File: src/rtl/pgcl_pkg.sv
package pgcl_pkg;

  // Console modes, as reported on the mode field.
  typedef enum logic [1:0] {
    MODE_PIN    = 2'd0,
    MODE_GATE   = 2'd1,
    MODE_SHELL  = 2'd2,
    MODE_LOCKED = 2'd3
  } mode_t;

  // Event codes, as reported on the event_res field.
  typedef enum logic [2:0] {
    EV_NONE      = 3'd0,
    EV_GRANTED   = 3'd1,
    EV_BAD_PIN   = 3'd2,
    EV_LOCKED    = 3'd3,
    EV_SHELL     = 3'd4,
    EV_BAD_WORD  = 3'd5,
    EV_SHELL_END = 3'd6
  } event_t;

  // Operation classes decided by the front end.
  typedef enum logic [1:0] {
    OP_LEAVE     = 2'd0,
    OP_NEWLINE   = 2'd1,
    OP_BACKSPACE = 2'd2,
    OP_CHAR      = 2'd3
  } op_kind_t;

  typedef struct packed {
    op_kind_t   kind;
    logic [7:0] key;
  } op_t;

  // Configuration register indexes.
  localparam logic [1:0] REG_PIN_VALUE  = 2'd0;
  localparam logic [1:0] REG_PIN_LENGTH = 2'd1;
  localparam logic [1:0] REG_MAX_FAILS  = 2'd2;

  // Register reset values.
  localparam logic [63:0] PIN_VALUE_RST  = 64'd825307441;
  localparam logic [3:0]  PIN_LENGTH_RST = 4'd4;
  localparam logic [3:0]  MAX_FAILS_RST  = 4'd5;

  // Key bytes.
  localparam logic [7:0] KEY_NEWLINE   = 8'd10;
  localparam logic [7:0] KEY_BACKSPACE = 8'd8;
  localparam logic [7:0] KEY_STAR      = 8'd42;

  // Gate word "shell".
  localparam int GATE_LEN = 5;
  localparam logic [7:0] GATE_WORD [GATE_LEN] = '{8'h73, 8'h68, 8'h65, 8'h6c, 8'h6c};

  // Width of short lengths (PIN length, compare length).
  localparam int LEN_W = 4;
  localparam logic [3:0] FAIL_SAT = 4'd15;

endpackage

File: src/rtl/pgcl_if.sv
interface pgcl_in_if;
  logic       valid;
  logic       ready;
  logic       func;
  logic [7:0] key_char;
  modport source (output valid, func, key_char, input ready);
  modport sink (input valid, func, key_char, output ready);
endinterface

interface pgcl_out_if;
  logic       valid;
  logic       ready;
  logic       echo_valid;
  logic [7:0] echo_char;
  logic       shell_key_valid;
  logic [7:0] shell_key;
  logic [2:0] event_res;
  logic [3:0] fail_count;
  logic [1:0] mode;
  modport source (output valid, echo_valid, echo_char, shell_key_valid, shell_key,
                  event_res, fail_count, mode, input ready);
  modport sink (input valid, echo_valid, echo_char, shell_key_valid, shell_key,
                event_res, fail_count, mode, output ready);
endinterface

interface pgcl_cfg_if;
  logic        valid;
  logic        ready;
  logic [1:0]  index;
  logic [63:0] data;
  modport source (output valid, index, data, input ready);
  modport sink (input valid, index, data, output ready);
endinterface

File: src/rtl/pgcl_front.sv
module pgcl_front
  import pgcl_pkg::*;
(
  input  logic      clk,
  input  logic      rst,
  pgcl_in_if.sink   key_in,
  output op_t       op,
  output logic      op_valid,
  input  logic      op_ready
);

  op_t  op_reg;
  logic valid_reg;
  op_t  op_next;

  // Classify the incoming word by its function flag and key byte.
  always_comb begin
    op_next.key = key_in.key_char;
    if (key_in.func) begin
      op_next.kind = OP_LEAVE;
    end else if (key_in.key_char == KEY_NEWLINE) begin
      op_next.kind = OP_NEWLINE;
    end else if (key_in.key_char == KEY_BACKSPACE) begin
      op_next.kind = OP_BACKSPACE;
    end else begin
      op_next.kind = OP_CHAR;
    end
  end

  assign key_in.ready = !valid_reg || op_ready;

  // Decoded word register.
  always_ff @(posedge clk) begin
    if (rst) begin
      valid_reg <= 1'b0;
    end else if (key_in.ready) begin
      valid_reg <= key_in.valid;
    end
  end

  always_ff @(posedge clk) begin
    if (key_in.valid && key_in.ready) begin
      op_reg <= op_next;
    end
  end

  assign op       = op_reg;
  assign op_valid = valid_reg;

endmodule

File: src/rtl/pgcl_queue.sv
module pgcl_queue
  import pgcl_pkg::*;
(
  input  logic clk,
  input  logic rst,
  input  op_t  push_op,
  input  logic push_valid,
  output logic push_ready,
  output op_t  pop_op,
  output logic pop_valid,
  input  logic pop_ready
);

  op_t        slots [2];
  logic       wr_ptr;
  logic       rd_ptr;
  logic [1:0] count;
  logic       push;
  logic       pop;

  assign push_ready = (count != 2'd2);
  assign pop_valid  = (count != 2'd0);
  assign push       = push_valid && push_ready;
  assign pop        = pop_valid && pop_ready;
  assign pop_op     = slots[rd_ptr];

  // Pointers and fill count of the two-entry queue.
  always_ff @(posedge clk) begin
    if (rst) begin
      wr_ptr <= 1'b0;
      rd_ptr <= 1'b0;
      count  <= 2'd0;
    end else begin
      if (push) begin
        wr_ptr <= !wr_ptr;
      end
      if (pop) begin
        rd_ptr <= !rd_ptr;
      end
      count <= count + {1'b0, push} - {1'b0, pop};
    end
  end

  always_ff @(posedge clk) begin
    if (push) begin
      slots[wr_ptr] <= push_op;
    end
  end

endmodule

File: src/rtl/pgcl_back.sv
module pgcl_back
  import pgcl_pkg::*;
#(
  parameter int LINE_DEPTH = 64,
  parameter int PIN_CHARS  = 8
) (
  input  logic       clk,
  input  logic       rst,
  input  op_t        op,
  input  logic       op_valid,
  output logic       op_ready,
  pgcl_cfg_if.sink   cfg,
  pgcl_out_if.source res
);

  localparam int LW   = $clog2(LINE_DEPTH);
  localparam int KEEP = ((PIN_CHARS > GATE_LEN) ? PIN_CHARS : GATE_LEN) + 1;
  localparam int CW   = ((LW > LEN_W) ? LW : LEN_W) + 1;
  localparam logic [LW-1:0] LINE_MAX = LW'(LINE_DEPTH - 1);
  localparam logic [LEN_W-1:0] PIN_SAT = LEN_W'(PIN_CHARS);
  localparam logic [LEN_W-1:0] GATE_TL = LEN_W'(GATE_LEN);

  // Configuration registers.
  logic [63:0]      pin_value;
  logic [LEN_W-1:0] pin_length;
  logic [3:0]       max_fails;

  // Console state. Only the head of the line is kept: the compare never
  // looks past the longest target plus its terminator.
  mode_t            mode;
  mode_t            mode_next;
  logic [LW-1:0]    len;
  logic [LW-1:0]    len_next;
  logic [3:0]       wrong;
  logic [3:0]       wrong_next;
  logic [7:0]       line_head [KEEP];
  logic             store_key;

  // Result register.
  logic             out_valid;
  logic             echo_valid_next;
  logic [7:0]       echo_char_next;
  logic             shell_valid_next;
  logic [7:0]       shell_key_next;
  event_t           event_next;
  logic             echo_valid_reg;
  logic [7:0]       echo_char_reg;
  logic             shell_valid_reg;
  logic [7:0]       shell_key_reg;
  event_t           event_reg;
  logic [3:0]       fail_reg;
  mode_t            mode_reg;

  logic             pop;
  logic [7:0]       pin_tgt [KEEP];
  logic [LEN_W-1:0] pin_n;
  logic [LEN_W-1:0] pin_tl;
  logic             pin_ok;
  logic             gate_ok;
  logic [3:0]       wrong_inc;

  assign cfg.ready = 1'b1;
  assign op_ready  = !out_valid || res.ready;
  assign pop       = op_valid && op_ready;

  // Configuration writes; indexes past the list are ignored.
  always_ff @(posedge clk) begin
    if (rst) begin
      pin_value  <= PIN_VALUE_RST;
      pin_length <= PIN_LENGTH_RST;
      max_fails  <= MAX_FAILS_RST;
    end else if (cfg.valid) begin
      case (cfg.index)
        REG_PIN_VALUE:  pin_value  <= cfg.data;
        REG_PIN_LENGTH: pin_length <= cfg.data[LEN_W-1:0];
        REG_MAX_FAILS:  max_fails  <= cfg.data[3:0];
        default: ;
      endcase
    end
  end

  // PIN bytes and the PIN's string length (saturated, cut at a zero byte).
  always_comb begin
    pin_n  = (pin_length > PIN_SAT) ? PIN_SAT : pin_length;
    pin_tl = pin_n;
    for (int i = KEEP - 1; i >= 0; i--) begin
      if (i < PIN_CHARS) begin
        pin_tgt[i] = pin_value[8*(i%8) +: 8];
        if ((LEN_W'(i) < pin_n) && (pin_value[8*(i%8) +: 8] == 8'd0)) begin
          pin_tl = LEN_W'(i);
        end
      end else begin
        pin_tgt[i] = 8'd0;
      end
    end
  end

  // String compares of the line head against the PIN and the gate word.
  always_comb begin
    pin_ok  = 1'b1;
    gate_ok = 1'b1;
    for (int i = 0; i < KEEP; i++) begin
      if (LEN_W'(i) < pin_tl) begin
        pin_ok = pin_ok && (CW'(i) < CW'(len)) && (line_head[i] == pin_tgt[i]);
      end
      if (LEN_W'(i) == pin_tl) begin
        pin_ok = pin_ok && ((CW'(len) == CW'(pin_tl)) || (line_head[i] == 8'd0));
      end
      if (i < GATE_LEN) begin
        gate_ok = gate_ok && (CW'(i) < CW'(len)) && (line_head[i] == GATE_WORD[i % GATE_LEN]);
      end
      if (LEN_W'(i) == GATE_TL) begin
        gate_ok = gate_ok && ((CW'(len) == CW'(GATE_TL)) || (line_head[i] == 8'd0));
      end
    end
  end

  assign wrong_inc = (wrong < FAIL_SAT) ? wrong + 4'd1 : wrong;

  // Next state.
  always_comb begin
    mode_next  = mode;
    len_next   = len;
    wrong_next = wrong;
    store_key  = 1'b0;
    case (op.kind)
      OP_LEAVE: begin
        if (mode == MODE_SHELL) begin
          mode_next = MODE_GATE;
        end
      end
      OP_NEWLINE: begin
        if (mode == MODE_PIN || mode == MODE_GATE) begin
          len_next = '0;
          if (mode == MODE_PIN) begin
            if (pin_ok) begin
              mode_next = MODE_GATE;
            end else begin
              wrong_next = wrong_inc;
              if (wrong_inc >= max_fails) begin
                mode_next = MODE_LOCKED;
              end
            end
          end else if (gate_ok) begin
            mode_next = MODE_SHELL;
          end
        end
      end
      OP_BACKSPACE: begin
        if ((mode == MODE_PIN || mode == MODE_GATE) && len != '0) begin
          len_next = len - LW'(1);
        end
      end
      OP_CHAR: begin
        if ((mode == MODE_PIN || mode == MODE_GATE) && len < LINE_MAX) begin
          len_next  = len + LW'(1);
          store_key = 1'b1;
        end
      end
      default: ;
    endcase
  end

  // Result fields.
  always_comb begin
    echo_valid_next  = 1'b0;
    echo_char_next   = 8'd0;
    shell_valid_next = 1'b0;
    shell_key_next   = 8'd0;
    event_next       = EV_NONE;
    if (op.kind == OP_LEAVE) begin
      if (mode == MODE_SHELL) begin
        event_next = EV_SHELL_END;
      end
    end else if (mode == MODE_SHELL) begin
      shell_valid_next = 1'b1;
      shell_key_next   = op.key;
    end else if (mode != MODE_LOCKED) begin
      case (op.kind)
        OP_NEWLINE: begin
          echo_valid_next = 1'b1;
          echo_char_next  = KEY_NEWLINE;
          if (mode == MODE_PIN) begin
            if (pin_ok) begin
              event_next = EV_GRANTED;
            end else if (wrong_inc >= max_fails) begin
              event_next = EV_LOCKED;
            end else begin
              event_next = EV_BAD_PIN;
            end
          end else begin
            event_next = gate_ok ? EV_SHELL : EV_BAD_WORD;
          end
        end
        OP_BACKSPACE: begin
          if (len != '0) begin
            echo_valid_next = 1'b1;
            echo_char_next  = KEY_BACKSPACE;
          end
        end
        OP_CHAR: begin
          if (len < LINE_MAX) begin
            echo_valid_next = 1'b1;
            echo_char_next  = (mode == MODE_PIN) ? KEY_STAR : op.key;
          end
        end
        default: ;
      endcase
    end
  end

  // State registers.
  always_ff @(posedge clk) begin
    if (rst) begin
      mode  <= MODE_PIN;
      len   <= '0;
      wrong <= 4'd0;
    end else if (pop) begin
      mode  <= mode_next;
      len   <= len_next;
      wrong <= wrong_next;
    end
  end

  // Line head storage; characters beyond it are counted only.
  always_ff @(posedge clk) begin
    for (int i = 0; i < KEEP; i++) begin
      if (pop && store_key && (CW'(len) == CW'(i))) begin
        line_head[i] <= op.key;
      end
    end
  end

  // Output register.
  always_ff @(posedge clk) begin
    if (rst) begin
      out_valid <= 1'b0;
    end else if (op_ready) begin
      out_valid <= op_valid;
    end
  end

  always_ff @(posedge clk) begin
    if (pop) begin
      echo_valid_reg  <= echo_valid_next;
      echo_char_reg   <= echo_char_next;
      shell_valid_reg <= shell_valid_next;
      shell_key_reg   <= shell_key_next;
      event_reg       <= event_next;
      fail_reg        <= wrong_next;
      mode_reg        <= mode_next;
    end
  end

  assign res.valid           = out_valid;
  assign res.echo_valid      = echo_valid_reg;
  assign res.echo_char       = echo_char_reg;
  assign res.shell_key_valid = shell_valid_reg;
  assign res.shell_key       = shell_key_reg;
  assign res.event_res       = event_reg;
  assign res.fail_count      = fail_reg;
  assign res.mode            = mode_reg;

`ifndef SYNTH
  // Once locked, the console stays locked until reset.
  a_lock_holds: assert property (@(posedge clk) disable iff (rst)
    mode == MODE_LOCKED |=> mode == MODE_LOCKED)
    else $error("locked mode was left without reset");

  // A reported lockout always comes with the locked mode.
  a_lock_event: assert property (@(posedge clk) disable iff (rst)
    out_valid && event_reg == EV_LOCKED |-> mode_reg == MODE_LOCKED)
    else $error("lock event without locked mode");

  // The fail count moves only when a word is taken from the queue.
  a_fail_stable: assert property (@(posedge clk) disable iff (rst)
    !pop |=> $stable(wrong))
    else $error("fail count changed without a word");

  // A grant leaves the console in gate word mode.
  a_grant_mode: assert property (@(posedge clk) disable iff (rst)
    out_valid && event_reg == EV_GRANTED |-> mode_reg == MODE_GATE)
    else $error("grant without gate word mode");
`endif

endmodule

File: src/rtl/pin_gate_console_lock_core.sv
// A key word passes through the decode register, a queue slot and the result
// register, in that order. Throughput: one key word per cycle while res.ready
// is held high; every key word yields one result word.
// Reset (rst, synchronous): PIN entry mode, empty line, fail count zero, empty
// queue, configuration registers at their defaults; no clearing pass.
module pin_gate_console_lock_core
  import pgcl_pkg::*;
#(
  parameter int LINE_DEPTH = 64,
  parameter int PIN_CHARS  = 8
) (
  input  logic       clk,
  input  logic       rst,
  pgcl_in_if.sink    key_in,
  pgcl_cfg_if.sink   cfg,
  pgcl_out_if.source res
);

  op_t  front_op;
  logic front_valid;
  logic front_ready;
  op_t  back_op;
  logic back_valid;
  logic back_ready;

  // Front end: decode each key word.
  pgcl_front u_front (
    .clk      (clk),
    .rst      (rst),
    .key_in   (key_in),
    .op       (front_op),
    .op_valid (front_valid),
    .op_ready (front_ready)
  );

  // Decoupling queue.
  pgcl_queue u_queue (
    .clk        (clk),
    .rst        (rst),
    .push_op    (front_op),
    .push_valid (front_valid),
    .push_ready (front_ready),
    .pop_op     (back_op),
    .pop_valid  (back_valid),
    .pop_ready  (back_ready)
  );

  // Back end: console state and results.
  pgcl_back #(
    .LINE_DEPTH (LINE_DEPTH),
    .PIN_CHARS  (PIN_CHARS)
  ) u_back (
    .clk      (clk),
    .rst      (rst),
    .op       (back_op),
    .op_valid (back_valid),
    .op_ready (back_ready),
    .cfg      (cfg),
    .res      (res)
  );

endmodule

File: src/flat_wrapper.sv
// flat-port wrapper written by rule: the top's interface ports become plain ports
module pin_gate_console_lock_core_flat import pgcl_pkg::*;
#(
  parameter int LINE_DEPTH = 64,
  parameter int PIN_CHARS  = 8
)
  (clk, rst, key_in_valid, key_in_func, key_in_key_char, key_in_ready, cfg_valid, cfg_index, cfg_data, cfg_ready, res_valid, res_echo_valid, res_echo_char, res_shell_key_valid, res_shell_key, res_event_res, res_fail_count, res_mode, res_ready);
  pgcl_in_if key_in_i ();
  pgcl_cfg_if cfg_i ();
  pgcl_out_if res_i ();
  input  logic clk;
  input  logic rst;
  input wire logic [$bits(key_in_i.valid)-1:0] key_in_valid;
  input wire logic [$bits(key_in_i.func)-1:0] key_in_func;
  input wire logic [$bits(key_in_i.key_char)-1:0] key_in_key_char;
  output wire logic [$bits(key_in_i.ready)-1:0] key_in_ready;
  input wire logic [$bits(cfg_i.valid)-1:0] cfg_valid;
  input wire logic [$bits(cfg_i.index)-1:0] cfg_index;
  input wire logic [$bits(cfg_i.data)-1:0] cfg_data;
  output wire logic [$bits(cfg_i.ready)-1:0] cfg_ready;
  output wire logic [$bits(res_i.valid)-1:0] res_valid;
  output wire logic [$bits(res_i.echo_valid)-1:0] res_echo_valid;
  output wire logic [$bits(res_i.echo_char)-1:0] res_echo_char;
  output wire logic [$bits(res_i.shell_key_valid)-1:0] res_shell_key_valid;
  output wire logic [$bits(res_i.shell_key)-1:0] res_shell_key;
  output wire logic [$bits(res_i.event_res)-1:0] res_event_res;
  output wire logic [$bits(res_i.fail_count)-1:0] res_fail_count;
  output wire logic [$bits(res_i.mode)-1:0] res_mode;
  input wire logic [$bits(res_i.ready)-1:0] res_ready;
  assign key_in_i.valid = key_in_valid;
  assign key_in_i.func = key_in_func;
  assign key_in_i.key_char = key_in_key_char;
  assign key_in_ready = key_in_i.ready;
  assign cfg_i.valid = cfg_valid;
  assign cfg_i.index = cfg_index;
  assign cfg_i.data = cfg_data;
  assign cfg_ready = cfg_i.ready;
  assign res_valid = res_i.valid;
  assign res_echo_valid = res_i.echo_valid;
  assign res_echo_char = res_i.echo_char;
  assign res_shell_key_valid = res_i.shell_key_valid;
  assign res_shell_key = res_i.shell_key;
  assign res_event_res = res_i.event_res;
  assign res_fail_count = res_i.fail_count;
  assign res_mode = res_i.mode;
  assign res_i.ready = res_ready;
  pin_gate_console_lock_core #(.LINE_DEPTH(LINE_DEPTH), .PIN_CHARS(PIN_CHARS)) u_core (.clk(clk), .rst(rst), .key_in(key_in_i), .cfg(cfg_i), .res(res_i));
endmodule
File: config.mk
export PLATFORM = sky130hd
export DESIGN_NAME = pin_gate_console_lock_core_flat
export DESIGN_NICKNAME = d
export VERILOG_FILES = /design/src/rtl/pgcl_pkg.sv /design/src/rtl/pgcl_if.sv /design/src/rtl/pgcl_front.sv /design/src/rtl/pgcl_queue.sv /design/src/rtl/pgcl_back.sv /design/src/rtl/pin_gate_console_lock_core.sv /design/src/flat_wrapper.sv
export SDC_FILE = /design/constraint.sdc
export NUM_CORES = 1
export LEC_CHECK = 0
export ABC_AREA = 1
export BUFFER_PORTS_ARGS = -buffer_cell sky130_fd_sc_hd__buf_2
export CORE_AREA = 5 5 190 100
export CTS_CLUSTER_SIZE = 12
export DETAILED_ROUTE_END_ITERATION = 10
export DIE_AREA = 0 0 195 105
export PLACE_DENSITY = 0.81
export SETUP_SLACK_MARGIN = 0.1
export SLEW_MARGIN = 40
export SYNTH_ARGS = -nofsm -noshare
export SYNTH_HDL_FRONTEND = slang
export SYNTH_SLANG_ARGS = --single-unit
File: constraint.sdc
create_clock -name clk -period 3.8 [get_ports clk]
set_input_delay 1.14 -clock clk [delete_from_list [all_inputs] [get_ports clk]]
set_output_delay 1.14 -clock clk [all_outputs]
set_load 0.02 [all_outputs]
==> Yosys cells after proc, flatten, opt, wreduce, memory -nomap -nowiden <==
Memories as Yosys holds them, arrays and structs flattened. A register that Yosys moved wholly into a read port is not among the register bits.
Index checks and enable logic that the tools add are counted.
{ "word_totals": {"ff_bits": 127, "mem_bits_rw": 92, "out_inout_bits": 30, "wordCells": 330, "mem_count": 2} }
{ "classes": {"addsub": 5, "magnitude_cmp": 30, "n_eq_ne": 44, "muxes": 110, "n_bitwise": 2, "reduce_logical": 116} }
{ "mem_list": {"columns": ["name", "words", "word_bits", "read_ports", "rd_clocked_by_memory_dff", "write_ports", "line_no", "text"], "rows": [
  ["u_core.u_back.line_head", 9, 8, 9, 0, 1, "pgcl_back.sv:36", "logic [7:0] line_head [KEEP];"],
  ["u_core.u_queue.slots", 2, 10, 1, 1, 1, "pgcl_queue.sv:14", "op_t slots [2];"]
]} }
{ "ops": {"columns": ["op", "n"], "rows": [
  ["8-bit zero test", 17],
  ["4-bit 2-to-1 mux", 23],
  ["8-bit 2-to-1 mux", 10],
  ["8-bit equality test", 8],
  ["8-bit OR reduction", 8],
  ["1-bit logical AND", 59],
  ["1-bit 2-to-1 mux", 57],
  ["8-bit by 7-bit equality test with 1-bit output, second input constant", 5],
  ["3-bit by 4-bit less-than comparator with 1-bit output, first input constant", 8],
  ["6-bit by 3-bit equality test with 1-bit output, second input constant", 4],
  ["3-bit by 6-bit less-than comparator with 1-bit output, first input constant", 4],
  ["8-bit case mux with 3 select lines", 1],
  ["3-bit 2-to-1 mux", 6],
  ["6-bit 2-to-1 mux", 3],
  ["6-bit case mux with 3 select lines", 1],
  ["3-bit by 4-bit equality test with 1-bit output, first input constant", 4],
  ["8-bit by 4-bit equality test with 1-bit output, second input constant", 2],
  ["1-bit by 4-bit less-than comparator with 1-bit output, first input constant", 4],
  ["2-bit by 4-bit less-than comparator with 1-bit output, first input constant", 4],
  ["2-bit 2-to-1 mux", 7],
  ["1-bit logical OR", 13],
  ["6-bit by 2-bit equality test with 1-bit output, second input constant", 2],
  ["1-bit by 6-bit less-than comparator with 1-bit output, first input constant", 2],
  ["2-bit by 6-bit less-than comparator with 1-bit output, first input constant", 2],
  ["34 further kinds", 53]
]} }

==> Depth between registers and ports, before layout <==
{ "logic_depth": {"word_depth": 62, "depth_mapped": 23, "depth_no_buf": 23} }

==> By module <==
From an unflattened synthesis, not the netlist that was laid out.
{ "unflattened": {"hier_cells": 1087, "hier_area_um2": 10022.1} }
{ "by_module_without_submodules": {"columns": ["module", "n_inst", "cells_per_inst", "area_each_um2"], "rows": [
  ["pgcl_back", 1, 990, 8642.0],
  ["pgcl_queue", 1, 67, 983.4],
  ["pgcl_front", 1, 30, 396.6]
]} }

==> Worst setup path before layout <==
No wires, ideal clock.
{ "synth_timing": {"kind": "input to register", "from": "input res_ready", "to": "register u_core.u_queue.count[1]", "setup_time_ps": 70, "arrival_time_ps": 3449, "t_required_ps": 3730, "path_slack_ps": 281, "path_stages": 9, "n_path_buf": 1, "path_cell_list": "nor2_1 > a21oi_1 > clkbuf_1 > ha_1 > inv_1 > ha_1 > xor2_1 > o21ai_0 > a21oi_1"} }
{ "synth_via": {"elab_chain_cells": 3} }
{ "synth_rtl": {"columns": ["item", "line_no", "text"], "rows": [
  ["from (decl)", "flat_wrapper.sv:29", "input wire logic [$bits(res_i.ready)-1:0] res_ready;"],
  ["1-bit logical OR", "pgcl_back.sv:63", "assign op_ready = !out_valid || res.ready;"],
  ["1-bit logical AND", null, null],
  ["via u_core.u_back.pop", "pgcl_back.sv:54", "logic pop;"],
  ["2-bit by 1-bit subtractor with 2-bit output", "pgcl_queue.sv:40", "count <= count + {1'b0, push} - {1'b0, pop};"],
  ["to (signal assigned)", "pgcl_queue.sv:40", null],
  ["to (decl)", "pgcl_queue.sv:17", "logic [1:0] count;"]
]} }
The timed path passes the listed nets, and every way through them passes these cells.
A chain may end at the register's enable or synchronous reset.

==> metrics.cfg <==
[outcome]
outcome=complete, no violations

[clock_tree]
cts_tree=built
htreeDepth=1
root_buffer=clkbuf_16
cts.clk_slew.worst_paths_ns=0.06
cts_setup_buffers=0
clk_latency_ns=0.52
cts_made_buffers=22
clock-sinks=220
clk_path_buf_depth=3
hold_buffers=0
cts-resized-gates=0

[place]
place_hpwl_um=18600
io_buffers=108
globalplace.congestion=0.983
post_dp_cell_area_um2=10700
placed_cells=1395

[critical_path]
arrival_ns=3.11
reg2reg_to=u_core.u_back.line_head[0][10]$_DFFE_PP_
critPathKind=flop to flop
start_kind=flop
r2r_slack_ns=0.83
critPathCaptureType=flop
worst-path-max-fanout=11
worst_r2r_path_depth=8
critPathRequiredTime_ns=3.94

[finish]
largest_reg_flops=72
reg_top3=u_core.u_back.line_head x72, u_core.u_back.pin_value x64, u_core.u_queue.slots x20
fin_cells=1435
postLayoutCoreUtil_pct=66.7
top_register=u_core.u_back.line_head
drive_above_1_share_pct=16.2
syn_to_final_growth_pct=15.3
layout.nets=1276
fillers=1405
design_area_um2=11400
insertedDiodeCount=0

[timing]
worst_pin_slew_ns=0.657
finalCriticalPeriod_ns=2.97
setup_viol=0
hold_ws_ns=0.443
relSlewSlack_pct=56.1
rsz0062_at_grt=false
fmax_mhz=337
fin_tns_setup_ns=0
finClkSkew_ns=0.0227
finalHoldViolCount=0
finalCritPeriodShare_pct=78.1
slew_viol_final=0

[grt]
grt_use_met1_pct=39.8
antenna_found_initial=0
grt_max_degree=61
grt_pass1_wl_um=40000
busiest_layer=met1
track_usage_pct=24.1
grt_pass1_vias=7449
grt_use_met3_pct=6.27
grt_use_met2_pct=31.8
grt-ovfl-total=0

[min_path]
hold_path.class=flop to flop
holdPathEnd=u_core.u_queue.slots[0][4]$_DFFE_PP_
whs_path_depth=0
hp-start=u_core.u_front.op[4]$_DFFE_PP_

[detailed_routing]
route.detailed.wl_per_inst_um=17.8
wirelength_um=25600
dr.pass1.iters=6
drcViolationCount=0
vias=8116
via_per_inst=5.66
detail_route.iter0.violations=918
drt.antenna.violating_nets=0

[floorplan]
die-area_um2=20500
core_area_um2=17100
die_y_um=105
die_w_um=195
start_util_pct=57.9
rows=34
io_pins=110

[power]
power_density_nw_per_um2=656
power_leakage_uw=0.00473
ir_drop_mv=0.456

[logic_synthesis]
syn-cell-area_um2=9890
synth_nets=1157
ys_types=44
yosys_warnings=0
syn_inst=1066
synth-seq-area-share_pct=57.6
synth_seq_cells=220
syn_area_per_cell_um2=9.28

[run]
cap_violations=0

[metrics by stage]
stage / worst slack (ns) / total power (µW)
after global placement: 1.02 / 5440
after global routing: 0.578 / 7890
after floorplan: 0.281 / 4700
final: 0.833 / 7480
after CTS: 0.908 / 7460
after detailed placement: 0.957 / 5470
[power breakdown]
| group | total (µW) | internal [µW] | switching (µW) | leakage [µW] |
|---|---|---|---|---|
| Sequential | 3280 | 3050 | 235 | 0.00194 |
| Combinational | 2220 | 602 | 1620 | 0.00248 |
| Clock | 1980 | 1110 | 871 | 0.000309 |
| Total | 7480 | 4760 | 2720 | 0.00473 |
[cells in the mapped netlist (all sizes together)]
cell,instances,share of area (%)
a211oi,6,0.46
a21o,1,0.076
a21oi,45,2.5
a221oi,4,0.35
a311oi,1,0.089
a31oi,6,0.44
and2,2,0.13
and3b,1,0.089
buf,2,0.13
clkbuf,24,0.91
clkinv,1,0.038
conb,1,0.038
dfxtp,91,18
edfxtp,129,39
ha,11,1.4
inv,99,3.8
nand2,161,6.6
nand3,48,2.6
nand4,22,1.4
nor2,197,7.7
nor3,24,1.2
nor3b,1,0.076
nor4,22,1.4
o211ai,10,0.76
o21ai,83,4.2
o21bai,1,0.076
o22ai,5,0.32
or2,10,0.63
or3,1,0.063
xnor2,24,2.1
xor2,33,2.9
[layout by cell type, fill, tap and decap left out, types with 33 or more instances in the layout]
| cell | instances |
|---|---|
| xor2_1 | 33 |
| inv_1 | 88 |
| a21oi_1 | 41 |
| nand3_1 | 44 |
| nand2_1 | 150 |
| nor2_1 | 190 |
| edfxtp_1 | 129 |
| buf_2 | 108 |
| dfxtp_1 | 91 |
| o21ai_0 | 80 |
[worst max-delay path by stage]
stage | startpoint | to | slack (ns) | depth (start not counted)
2_1_floorplan | res_ready | u_core.u_queue.count[1]$_SDFF_PP0_ | 0.28 | 9
3_3_place_gp | res_ready | u_core.u_back.line_head[0][0]$_DFFE_PP_ | 1.02 | 5
3_5_place_dp | flop | u_core.u_back.line_head[0][8]$_DFFE_PP_ | 0.96 | 8
4_1_cts | flop | u_core.u_back.line_head[0][11]$_DFFE_PP_ | 0.91 | 8
5_1_grt | flop | u_core.u_back.line_head[0][0]$_DFFE_PP_ | 0.58 | 8
6_report | flop | u_core.u_back.line_head[0][10]$_DFFE_PP_ | 0.83 | 8
[layer usage]
metal  vias to the layer above  share of wire [%]
met3                        43                 13
met5                         -                  0
met1                      3740                 47
li1                       3861                  -
met4                         0                1.5
met2                       472                 38
[worst max-delay path, cell delays in order (launching register included)]
cell	delay [ns]
dfxtp_1	0.58
nand2_1	0.11
nand2_1	0.12
inv_1	0.07
nor2_1	0.20
inv_1	0.11
a21oi_1	0.32
nand3_1	0.43
nor2_1	0.64
[cells by family after synthesis]
group	after synthesis	share of synthesized area, %
xor gates and xnor gates	57	5.05
DFF	220	57.6
buffers and inverters	126	4.83
and+or+nand+nor	489	21.9
other	1	0.0379
AOI/OAI and AO/OA	162	9.27
adders and majority gates	11	1.39
[final cells by class]
class | instances | area, µm² | area share [%]
timing repair buffer | 121 | 638 | 5.60
clock buffer | 37 | 617 | 5.41
inverter | 100 | 375 | 3.29
sequential | 220 | 5700 | 49.9
clock inverter | 3 | 37.5 | 0.329
tap | 234 | 293 | 2.57
multi-input combinational | 720 | 3750 | 32.9
Power figures use the tool's default switching activity.
